`src/tls_sni_pkg.sv`:
```
package tls_sni_pkg;

	localparam int unsigned LENGTH_BITS = 16;

	localparam logic [7:0] CT_HANDSHAKE    = 8'h16;
	localparam logic [7:0] CT_APPDATA      = 8'h17;
	localparam logic [7:0] HS_CLIENT_HELLO = 8'h01;

	localparam logic [LENGTH_BITS-1:0] MIN_RECORD_LEN = LENGTH_BITS'(6);
	localparam logic [LENGTH_BITS-1:0] HS_BODY_POS    = LENGTH_BITS'(9);
	localparam logic [LENGTH_BITS-1:0] POS_MAX        = '1;

	// skip counts loaded on the first byte (position 0)
	localparam logic [15:0] HST_SKIP = 16'd4;
	localparam logic [15:0] APP_SKIP = 16'd2;

	// first byte after handshake header, version and random (9 + 34)
	localparam logic [17:0] SID_POS = 18'd43;

	localparam logic [4:0] PH_IDLE   = 5'd0;
	localparam logic [4:0] PH_OFF    = 5'd1;
	localparam logic [4:0] PH_APP_HI = 5'd2;
	localparam logic [4:0] PH_APP_LO = 5'd3;
	localparam logic [4:0] PH_HST    = 5'd4;
	localparam logic [4:0] PH_SID    = 5'd5;
	localparam logic [4:0] PH_CS_HI  = 5'd6;
	localparam logic [4:0] PH_CS_LO  = 5'd7;
	localparam logic [4:0] PH_CM     = 5'd8;
	localparam logic [4:0] PH_EXL_HI = 5'd9;
	localparam logic [4:0] PH_EXL_LO = 5'd10;
	localparam logic [4:0] PH_ET_HI  = 5'd11;
	localparam logic [4:0] PH_ET_LO  = 5'd12;
	localparam logic [4:0] PH_EL_HI  = 5'd13;
	localparam logic [4:0] PH_EL_LO  = 5'd14;
	localparam logic [4:0] PH_NTYPE  = 5'd15;
	localparam logic [4:0] PH_NL_HI  = 5'd16;
	localparam logic [4:0] PH_NL_LO  = 5'd17;
	localparam logic [4:0] PH_NAME   = 5'd18;

	localparam logic [1:0] CLASS_NONE = 2'd0;
	localparam logic [1:0] CLASS_HS   = 2'd1;
	localparam logic [1:0] CLASS_APP  = 2'd2;

	localparam logic KIND_NAME    = 1'b0;
	localparam logic KIND_SUMMARY = 1'b1;

	localparam int unsigned QUEUE_DEPTH = 4;
	localparam int unsigned QUEUE_AW    = $clog2(QUEUE_DEPTH);

	typedef struct packed {
		logic        item_kind;
		logic [7:0]  name_byte;
		logic        name_end;
		logic [1:0]  record_class;
		logic [15:0] app_record_length;
		logic        sni_found;
		logic [15:0] sni_length;
	} result_t;

	typedef struct packed {
		logic    name_vld;
		logic    summary_vld;
		result_t name_res;
		result_t summary_res;
	} push_t;

endpackage

```
`src/tls_sni_parser.sv`:
```
module tls_sni_parser (
	input  logic                       clk,
	input  logic                       arst_n,
	input  logic                       byte_valid,
	output logic                       byte_stall,
	input  logic [7:0]                 data_byte,
	input  logic [15:0]                packet_length,
	input  logic                       last_byte,
	input  logic                       push_ready,
	output tls_sni_pkg::push_t         push
);

	logic        s1_valid_q;
	logic [7:0]  data_s1;
	logic [15:0] len_s1;
	logic        last_s1;
	logic        accept;
	logic        proc;

	logic [tls_sni_pkg::LENGTH_BITS-1:0] pos_q, pos_n;
	logic [tls_sni_pkg::LENGTH_BITS-1:0] held_len_q, held_len_n;
	logic [4:0]  phase_q, phase_n;
	logic [15:0] skip_q, skip_n;
	logic [16:0] ext_end_q, ext_end_n;
	logic [7:0]  acc_q, acc_n;
	logic        ext_zero_q, ext_zero_n;
	logic [15:0] name_rem_q, name_rem_n;
	logic [1:0]  class_q, class_n;
	logic [15:0] rec_len_q, rec_len_n;
	logic        found_q, found_n;
	logic [15:0] name_len_q, name_len_n;

	logic [16:0] p;
	logic [17:0] p18;
	logic [15:0] v;
	logic [17:0] pv;
	logic [17:0] pd;
	logic [15:0] nr_dec;
	logic [tls_sni_pkg::LENGTH_BITS-1:0] len_in;

	logic        nf_req;
	logic [17:0] nf_p;
	logic [2:0]  nf_need;
	logic [16:0] nf_bound;
	logic [4:0]  nf_phase;
	logic [17:0] nf_end;
	logic [17:0] nf_skip;

	logic        name_vld;
	logic        name_end_bit;

	assign accept     = byte_valid && !byte_stall;
	assign proc       = s1_valid_q && push_ready;
	assign byte_stall = s1_valid_q && !push_ready;

	always_ff @(posedge clk or negedge arst_n) begin
		if (!arst_n) begin
			s1_valid_q <= 1'b0;
		end else if (accept) begin
			s1_valid_q <= 1'b1;
		end else if (proc) begin
			s1_valid_q <= 1'b0;
		end
	end

	always_ff @(posedge clk) begin
		if (accept) begin
			data_s1 <= data_byte;
			len_s1  <= packet_length;
			last_s1 <= last_byte;
		end
	end

	assign len_in = len_s1[tls_sni_pkg::LENGTH_BITS-1:0];
	assign p      = {1'b0, pos_q} + 17'd1;
	assign p18    = {1'b0, p};
	assign v      = {acc_q, data_s1};
	assign pv     = p18 + {2'b0, v};
	assign pd     = p18 + {10'b0, data_s1};
	assign nr_dec = name_rem_q - 16'd1;

	always_comb begin
		pos_n      = pos_q;
		held_len_n = held_len_q;
		phase_n    = phase_q;
		skip_n     = skip_q;
		ext_end_n  = ext_end_q;
		acc_n      = acc_q;
		ext_zero_n = ext_zero_q;
		name_rem_n = name_rem_q;
		class_n    = class_q;
		rec_len_n  = rec_len_q;
		found_n    = found_q;
		name_len_n = name_len_q;

		nf_req       = 1'b0;
		nf_p         = p18;
		nf_need      = 3'd4;
		nf_bound     = ext_end_q;
		nf_phase     = tls_sni_pkg::PH_ET_HI;
		name_vld     = 1'b0;
		name_end_bit = 1'b0;

		if (phase_q == tls_sni_pkg::PH_IDLE) begin
			held_len_n = len_in;
			class_n    = tls_sni_pkg::CLASS_NONE;
			rec_len_n  = '0;
			found_n    = 1'b0;
			name_len_n = '0;
			skip_n     = '0;
			name_rem_n = '0;
			phase_n    = tls_sni_pkg::PH_OFF;
			if (len_in >= tls_sni_pkg::MIN_RECORD_LEN) begin
				if (data_s1 == tls_sni_pkg::CT_HANDSHAKE) begin
					class_n = tls_sni_pkg::CLASS_HS;
					if (len_in > tls_sni_pkg::HS_BODY_POS) begin
						skip_n  = tls_sni_pkg::HST_SKIP;
						phase_n = tls_sni_pkg::PH_HST;
					end
				end else if (data_s1 == tls_sni_pkg::CT_APPDATA) begin
					class_n = tls_sni_pkg::CLASS_APP;
					skip_n  = tls_sni_pkg::APP_SKIP;
					phase_n = tls_sni_pkg::PH_APP_HI;
				end
			end
			pos_n = tls_sni_pkg::LENGTH_BITS'(1);
		end else begin
			if (phase_q != tls_sni_pkg::PH_OFF && pos_q < held_len_q) begin
				if (skip_q != '0) begin
					skip_n = skip_q - 16'd1;
				end else begin
					unique case (phase_q)
						tls_sni_pkg::PH_APP_HI: begin
							acc_n   = data_s1;
							phase_n = tls_sni_pkg::PH_APP_LO;
						end
						tls_sni_pkg::PH_APP_LO: begin
							rec_len_n = v;
							phase_n   = tls_sni_pkg::PH_OFF;
						end
						tls_sni_pkg::PH_HST: begin
							if (data_s1 == tls_sni_pkg::HS_CLIENT_HELLO) begin
								nf_req   = 1'b1;
								nf_p     = tls_sni_pkg::SID_POS;
								nf_need  = 3'd1;
								nf_bound = {1'b0, held_len_q};
								nf_phase = tls_sni_pkg::PH_SID;
							end else begin
								phase_n = tls_sni_pkg::PH_OFF;
							end
						end
						tls_sni_pkg::PH_SID: begin
							nf_req   = 1'b1;
							nf_p     = pd;
							nf_need  = 3'd2;
							nf_bound = {1'b0, held_len_q};
							nf_phase = tls_sni_pkg::PH_CS_HI;
						end
						tls_sni_pkg::PH_CS_HI: begin
							acc_n   = data_s1;
							phase_n = tls_sni_pkg::PH_CS_LO;
						end
						tls_sni_pkg::PH_CS_LO: begin
							nf_req   = 1'b1;
							nf_p     = pv;
							nf_need  = 3'd1;
							nf_bound = {1'b0, held_len_q};
							nf_phase = tls_sni_pkg::PH_CM;
						end
						tls_sni_pkg::PH_CM: begin
							nf_req   = 1'b1;
							nf_p     = pd;
							nf_need  = 3'd2;
							nf_bound = {1'b0, held_len_q};
							nf_phase = tls_sni_pkg::PH_EXL_HI;
						end
						tls_sni_pkg::PH_EXL_HI: begin
							acc_n   = data_s1;
							phase_n = tls_sni_pkg::PH_EXL_LO;
						end
						tls_sni_pkg::PH_EXL_LO: begin
							// extensions end is clipped to the packet
							if (pv > {2'b0, held_len_q}) begin
								ext_end_n = {1'b0, held_len_q};
							end else begin
								ext_end_n = pv[16:0];
							end
							nf_req   = 1'b1;
							nf_p     = p18;
							nf_bound = ext_end_n;
						end
						tls_sni_pkg::PH_ET_HI: begin
							acc_n   = data_s1;
							phase_n = tls_sni_pkg::PH_ET_LO;
						end
						tls_sni_pkg::PH_ET_LO: begin
							ext_zero_n = (v == 16'd0);
							phase_n    = tls_sni_pkg::PH_EL_HI;
						end
						tls_sni_pkg::PH_EL_HI: begin
							acc_n   = data_s1;
							phase_n = tls_sni_pkg::PH_EL_LO;
						end
						tls_sni_pkg::PH_EL_LO: begin
							nf_req = 1'b1;
							if (ext_zero_q) begin
								nf_p     = p18 + 18'd2;
								nf_need  = 3'd1;
								nf_phase = tls_sni_pkg::PH_NTYPE;
							end else begin
								nf_p = pv;
							end
						end
						tls_sni_pkg::PH_NTYPE: begin
							nf_req = 1'b1;
							if (data_s1 == 8'd0) begin
								nf_need  = 3'd2;
								nf_phase = tls_sni_pkg::PH_NL_HI;
							end
						end
						tls_sni_pkg::PH_NL_HI: begin
							acc_n   = data_s1;
							phase_n = tls_sni_pkg::PH_NL_LO;
						end
						tls_sni_pkg::PH_NL_LO: begin
							if (pv <= {1'b0, ext_end_q}) begin
								if (v == 16'd0) begin
									phase_n = tls_sni_pkg::PH_OFF;
								end else begin
									name_rem_n = v;
									name_len_n = v;
									skip_n     = '0;
									phase_n    = tls_sni_pkg::PH_NAME;
								end
							end else begin
								// name does not fit: carry on with an extension header
								nf_req = 1'b1;
							end
						end
						tls_sni_pkg::PH_NAME: begin
							name_rem_n = nr_dec;
							name_vld   = 1'b1;
							if (nr_dec == 16'd0) begin
								found_n      = 1'b1;
								phase_n      = tls_sni_pkg::PH_OFF;
								name_end_bit = 1'b1;
							end
						end
						default: begin
							phase_n = tls_sni_pkg::PH_OFF;
						end
					endcase
				end
			end
			if (pos_q != tls_sni_pkg::POS_MAX) begin
				pos_n = pos_q + tls_sni_pkg::LENGTH_BITS'(1);
			end
		end

		nf_end  = nf_p + {15'b0, nf_need};
		nf_skip = nf_p - p18;

		if (nf_req) begin
			if (nf_end > {1'b0, nf_bound}) begin
				phase_n = tls_sni_pkg::PH_OFF;
			end else begin
				skip_n  = nf_skip[15:0];
				phase_n = nf_phase;
			end
		end

		if (last_s1) begin
			phase_n = tls_sni_pkg::PH_IDLE;
			pos_n   = '0;
		end
	end

	always_ff @(posedge clk or negedge arst_n) begin
		if (!arst_n) begin
			pos_q      <= '0;
			held_len_q <= '0;
			phase_q    <= tls_sni_pkg::PH_IDLE;
			skip_q     <= '0;
			ext_end_q  <= '0;
			acc_q      <= '0;
			ext_zero_q <= 1'b0;
			name_rem_q <= '0;
			class_q    <= tls_sni_pkg::CLASS_NONE;
			rec_len_q  <= '0;
			found_q    <= 1'b0;
			name_len_q <= '0;
		end else if (proc) begin
			pos_q      <= pos_n;
			held_len_q <= held_len_n;
			phase_q    <= phase_n;
			skip_q     <= skip_n;
			ext_end_q  <= ext_end_n;
			acc_q      <= acc_n;
			ext_zero_q <= ext_zero_n;
			name_rem_q <= name_rem_n;
			class_q    <= class_n;
			rec_len_q  <= rec_len_n;
			found_q    <= found_n;
			name_len_q <= name_len_n;
		end
	end

	always_comb begin
		push.name_vld    = proc && name_vld;
		push.summary_vld = proc && last_s1;

		push.name_res.item_kind         = tls_sni_pkg::KIND_NAME;
		push.name_res.name_byte         = data_s1;
		push.name_res.name_end          = name_end_bit;
		push.name_res.record_class      = tls_sni_pkg::CLASS_NONE;
		push.name_res.app_record_length = '0;
		push.name_res.sni_found         = 1'b0;
		push.name_res.sni_length        = '0;

		push.summary_res.item_kind    = tls_sni_pkg::KIND_SUMMARY;
		push.summary_res.name_byte    = '0;
		push.summary_res.name_end     = 1'b0;
		push.summary_res.record_class = class_n;
		push.summary_res.app_record_length =
			(class_n == tls_sni_pkg::CLASS_APP) ? rec_len_n : 16'd0;
		push.summary_res.sni_found  = found_n;
		push.summary_res.sni_length = found_n ? name_len_n : 16'd0;
	end

endmodule

```
`src/tls_sni_result_queue.sv`:
```
module tls_sni_result_queue (
	input  logic                 clk,
	input  logic                 arst_n,
	input  tls_sni_pkg::push_t   push,
	output logic                 push_ready,
	output logic                 head_valid,
	input  logic                 head_stall,
	output tls_sni_pkg::result_t head
);

	tls_sni_pkg::result_t entry_q [tls_sni_pkg::QUEUE_DEPTH];

	logic [tls_sni_pkg::QUEUE_AW-1:0] wr_q;
	logic [tls_sni_pkg::QUEUE_AW-1:0] rd_q;
	logic [tls_sni_pkg::QUEUE_AW:0]   count_q;
	logic [tls_sni_pkg::QUEUE_AW-1:0] wr_next;
	logic [1:0]                       n_push;
	logic                             pop;
	tls_sni_pkg::result_t             first_res;

	assign head_valid = count_q != '0;
	assign head       = entry_q[rd_q];
	assign pop        = head_valid && !head_stall;
	assign push_ready = count_q <= (tls_sni_pkg::QUEUE_AW + 1)'(tls_sni_pkg::QUEUE_DEPTH - 2);
	assign n_push     = {1'b0, push.name_vld} + {1'b0, push.summary_vld};
	assign first_res  = push.name_vld ? push.name_res : push.summary_res;
	assign wr_next    = wr_q + tls_sni_pkg::QUEUE_AW'(1);

	always_ff @(posedge clk) begin
		if (n_push != 2'd0) begin
			entry_q[wr_q] <= first_res;
		end
		if (n_push == 2'd2) begin
			entry_q[wr_next] <= push.summary_res;
		end
	end

	always_ff @(posedge clk or negedge arst_n) begin
		if (!arst_n) begin
			wr_q    <= '0;
			rd_q    <= '0;
			count_q <= '0;
		end else begin
			wr_q    <= wr_q + tls_sni_pkg::QUEUE_AW'(n_push);
			rd_q    <= rd_q + tls_sni_pkg::QUEUE_AW'(pop);
			count_q <= count_q + (tls_sni_pkg::QUEUE_AW + 1)'(n_push)
				- (tls_sni_pkg::QUEUE_AW + 1)'(pop);
		end
	end

endmodule

```
`src/tls_sni_client_hello_sni_extractor.sv`:
```
// Takes one TLS payload byte per request and can accept a byte on every clock while
// byte_stall is low. Each byte is registered, parsed combinationally, and any results
// (a server name byte, and a summary on the last byte of the packet) enter a four-entry
// result queue, which drives the result channel one request per cycle while result_stall
// is low. The byte channel stalls only while the queue holds more than two results, so
// the sustained rate is one byte per cycle whenever results are taken promptly.
module tls_client_hello_sni_extractor (
	input  logic        clk,
	input  logic        arst_n,
	input  logic        byte_valid,
	output logic        byte_stall,
	input  logic [7:0]  data_byte,
	input  logic [15:0] packet_length,
	input  logic        last_byte,
	output logic        result_valid,
	input  logic        result_stall,
	output logic        item_kind,
	output logic [7:0]  name_byte,
	output logic        name_end,
	output logic [1:0]  record_class,
	output logic [15:0] app_record_length,
	output logic        sni_found,
	output logic [15:0] sni_length
);

	tls_sni_pkg::push_t   push;
	tls_sni_pkg::result_t head;
	logic                 push_ready;

	tls_sni_parser u_parser (
		.clk           (clk),
		.arst_n        (arst_n),
		.byte_valid    (byte_valid),
		.byte_stall    (byte_stall),
		.data_byte     (data_byte),
		.packet_length (packet_length),
		.last_byte     (last_byte),
		.push_ready    (push_ready),
		.push          (push)
	);

	tls_sni_result_queue u_queue (
		.clk        (clk),
		.arst_n     (arst_n),
		.push       (push),
		.push_ready (push_ready),
		.head_valid (result_valid),
		.head_stall (result_stall),
		.head       (head)
	);

	assign item_kind         = head.item_kind;
	assign name_byte         = head.name_byte;
	assign name_end          = head.name_end;
	assign record_class      = head.record_class;
	assign app_record_length = head.app_record_length;
	assign sni_found         = head.sni_found;
	assign sni_length        = head.sni_length;

endmodule

```
`config.mk`:
```
export PLATFORM = sky130hd
export DESIGN_NAME = tls_client_hello_sni_extractor
export DESIGN_NICKNAME = d
export VERILOG_FILES = /design/src/tls_sni_pkg.sv /design/src/tls_sni_parser.sv /design/src/tls_sni_result_queue.sv /design/src/tls_sni_client_hello_sni_extractor.sv
export SDC_FILE = /design/constraint.sdc
export NUM_CORES = 1
export LEC_CHECK = 0
export BUFFER_PORTS_ARGS = -buffer_cell sky130_fd_sc_hd__buf_4
export CAP_MARGIN = 30
export CORE_UTILIZATION = 70
export CTS_BUF_LIST = sky130_fd_sc_hd__clkbuf_2 sky130_fd_sc_hd__clkbuf_4 sky130_fd_sc_hd__clkbuf_8
export CTS_CLUSTER_SIZE = 10
export DETAILED_ROUTE_END_ITERATION = 10
export PLACE_DENSITY_LB_ADDON = 0.2
export SYNTH_ARGS = -nofsm -noshare
export SYNTH_HDL_FRONTEND = slang
export SYNTH_HIERARCHICAL = 1
export SYNTH_SLANG_ARGS = --single-unit
export TNS_END_PERCENT = 10
```
`constraint.sdc`:
```
create_clock -name clk -period 20.5 [get_ports clk]
set_input_delay 4.1 -clock clk [delete_from_list [all_inputs] [get_ports clk]]
set_output_delay 4.1 -clock clk [all_outputs]
set_load 0.02 [all_outputs]
```
==> reports/results.md <==
- 66 — Row Count
- 0 — GRT overflow
- 9800 ps — minimum period implied by the final worst setup slack
- 0.00962 µW — Pleak
- 1.01 — gp weighted congestion
- 7.62% — Area Overhead vs Synth
- 8.50% — GR Util met3
- 19,581 — number of global-route vias before repair
- 3,041 — initial DRC count
- 32,500 µm² — core outline area
- 2,707 — Cells after DPL
- 0.102 GHz — maximum clock frequency
- no — setup repair after global routing missed its margin
- 0 — number of endpoints with negative hold slack in the final report
- met2 — most heavily used metal layer in global routing
- 112,000 µm — wire length of the first global-routing pass
- 343 — number of clock sinks
- flip-flop to flip-flop — critical path class
- flip-flop — CP Capture Type
- 7.15 — routed vias/inst
- nand2_1 — commonest non-fill, non-tap cell in the layout
- 26.3 µm — routed wire length per instance
- 0 — max_cap viols
- 70 ps — clock transition at the registers of the reported paths
- 680 ps — Clock Latency Late Sink
- 2 — H-tree Lvls
- 33,700 µm² — Total Die Area
- 0 — number of buffers added to fix hold violations after cts
- 0 — Final Max Slew Viols
- 116 nW/µm² — power density over the cells
- 14.8% — layout cells sized above 1
- 0 — residual antenna-violating net count after detailed routing
- 184 µm — Chip Height
- edfxtp_1 — Main synth FF type
- 0 — number of setup violations in the final report
- 1 — antenna violations before repair
- 2,808 — Final Non-Filler Cells
- 20,069 — DR vias
- 99 — Unique masters post-synth
- 0 — Residual DRC
- 205 — number of enable-type register cells in the synthesized netlist
- 466 ps — final hold slack
- 47.8% — Final Cycle Share
- 0 — Ant. Diodes
- nand2_1 (281), edfxtp_1 (205), o2bb2ai_1 (172) — commonest non-fill, non-tap cells in the layout
- 53 — CTS Buf Count
- finished, final reports clean — result of the run
- 0 — number of buffers inserted by post-CTS setup repair
- 107 µV — worst-case vdd ir drop
- 53.6% — met1 GRT Util
- 343 — post-synthesis register bit count
- 2,466 — net count of the finished layout
- 650 ps — CP peak stage delay
- 41.3 ps — Clock Skew
- 23.9% — relative slew slack
- 184 µm — Die W
- 71.0% — met2 track utilization from global routing
- 40.2% — fraction of synthesis flops using an asynchronous set or reset pin
- 21,050 ps — Worst Path Required
- 73,700 µm — Final Routed Wirelength
- clkbuf_8 — cell chosen for the clock root
- flip-flop to flip-flop — HP Class
- ha_1 — most frequent cell on the critical path
- yes — TritonCTS clock tree
- 71.1% — effective utilization at floorplan
- 88 — pin count of the biggest net entering global routing
- 2,072 — filler cell count in the final layout
- 0 ps — Setup Total Neg Slack
- 23,100 µm² — post-synthesis cell area
- 75 — input/output buffers
- 76 — count of pins on the block boundary
- 41.7% — post-synthesis sequential area ratio
- 6 — Pre-Repair DR Iteration Count
- 0 — Post-CTS Resized
- 50,500 µm — dpl hpwl
- 2,302 — synthesized netlist cell count
- 3 — maximum count of clock buffers along a single path
- 10.0 µm² — synthesized area divided by synthesized cell count
- 1110 ps — transition time of the tightest slew-check pin
- flip-flop — kind of launch point of the worst setup path
- dfrtp_1 — Worst path slowest cell
- 10,350 ps — arrival time worst endpoint
- 6 — yosys synthesis warning count
- 44.1% — GRT Total Usage
- 27 — critical path peak fanout
==> layout make-up <==
type | instances | area (µm²) | area share, %
clock buffer | 83 | 992 | 4.00
inverter | 98 | 368 | 1.48
tap | 442 | 553 | 2.23
timing repair buffer | 106 | 862 | 3.47
multi-input combinational | 1721 | 12300 | 49.5
sequential | 343 | 9610 | 38.7
clock inverter | 15 | 143 | 0.575
==> path summary, 6_finish.rpt <==
check                      slack, ps                          start  cells past startpoint                              to
max                            10700  u_parser/pos_q[4]$_DFFE_PN0P_                     31  u_parser/skip_q[4]$_DFFE_PN0P_
min                              470      u_queue/rd_q[1]$_DFF_PN0_                      1       u_queue/rd_q[1]$_DFF_PN0_
min reg2reg                      470      u_queue/rd_q[1]$_DFF_PN0_                      1       u_queue/rd_q[1]$_DFF_PN0_
max in group asynchronous      15790                         arst_n                      2       u_queue/rd_q[1]$_DFF_PN0_
min in group asynchronous       3480                         arst_n                      1  u_parser/skip_q[5]$_DFFE_PN0P_
max reg2reg                    10700  u_parser/pos_q[4]$_DFFE_PN0P_                     31  u_parser/skip_q[4]$_DFFE_PN0P_
==> critical path, delay by kind of cell, from the launching register on <==
kind,cells,cell delay [ps]
AO/OA/AOI/OAI,14,3620
AND/OR/NAND/NOR,12,3370
adder cells (fa/ha/maj),3,1120
flip-flops,1,650
XOR/XNOR,1,520
buffers and inverters,1,380
==> routing by layer <==
layer	vias to the layer above	part of all wire, %
li1	8705	-
met1	9501	35
met2	1499	47
met3	362	9.4
met4	2	8.0
met5	-	0.019
==> cells in the mapped netlist (32+ instances only) <==
master	instances	share of area, %
o21ai_0	117	2.5
clkbuf_1	79	1.3
buf_4	58	1.9
nor3_1	40	0.87
nor2_1	126	2.1
a22o_1	32	1.2
o2bb2ai_1	172	6.5
a21oi_1	149	3.2
ha_1	110	6.0
dfrtp_1	138	15
nand3_1	42	0.91
inv_1	95	1.5
mux4_2	45	4.4
edfxtp_1	205	27
nand2_1	281	4.6
a21o_1	32	1.0
buf_2	33	0.72
xnor2_1	40	1.5
==> cell families (layout without fill, tap and decap cells) <==
kind of cell | Yosys count | count (layout) | share of synthesized area (%)
AOI/OAI and AO/OA | 727 | 727 | 22.7
xor gates and xnor gates | 60 | 60 | 2.31
adders and majority gates | 114 | 114 | 6.31
buffers and inverters | 282 | 302 | 6.07
DFF | 343 | 343 | 41.7
muxes | 83 | 83 | 6.20
other | 2 | 46 | 0.0326
and+or+nand+nor | 691 | 691 | 14.7
==> sequential cells by signal, indices dropped and copies added (netlist names), 2 cells and up <==
name,cells
u_parser/pos_q,16
u_parser/acc_q,8
u_parser/name_len_q,16
u_queue/wr_q,2
u_parser/phase_q,5
u_queue/count_q,3
u_parser/len_in,16
u_queue/entry_q,180
u_parser/rec_len_q,16
u_parser/name_rem_q,16
u_queue/rd_q,2
u_parser/class_q,2
u_parser/ext_end_q,17
u_parser/data_s1,8
u_parser/held_len_q,16
u_parser/skip_q,16
==> power by group <==
| group | switching (µW) | leakage (µW) | internal [µW] |
|---|---|---|---|
| sequential | 115 | 0.00379 | 878 |
| clock | 283 | 0.000611 | 335 |
| combinational | 800 | 0.00522 | 473 |
| total | 1200 | 0.00962 | 1690 |
==> per-stage QoR <==
stage | worst slack [ps] | area [µm²] | total power (µW) | utilization, %
6_report | 10700 | 24800 | 2880 | 76.5
3_5_place_dp | 11100 | 23600 | 2220 | 72.8
5_1_grt | 10210 | 24800 | 3010 | 76.5
2_1_floorplan | 12810 | 23200 | 1800 | -
3_3_place_gp | 11300 | 23600 | 2170 | 72.6
4_1_cts | 11040 | 24800 | 2840 | 76.3
Note: power is estimated with default switching activity, not from simulation.
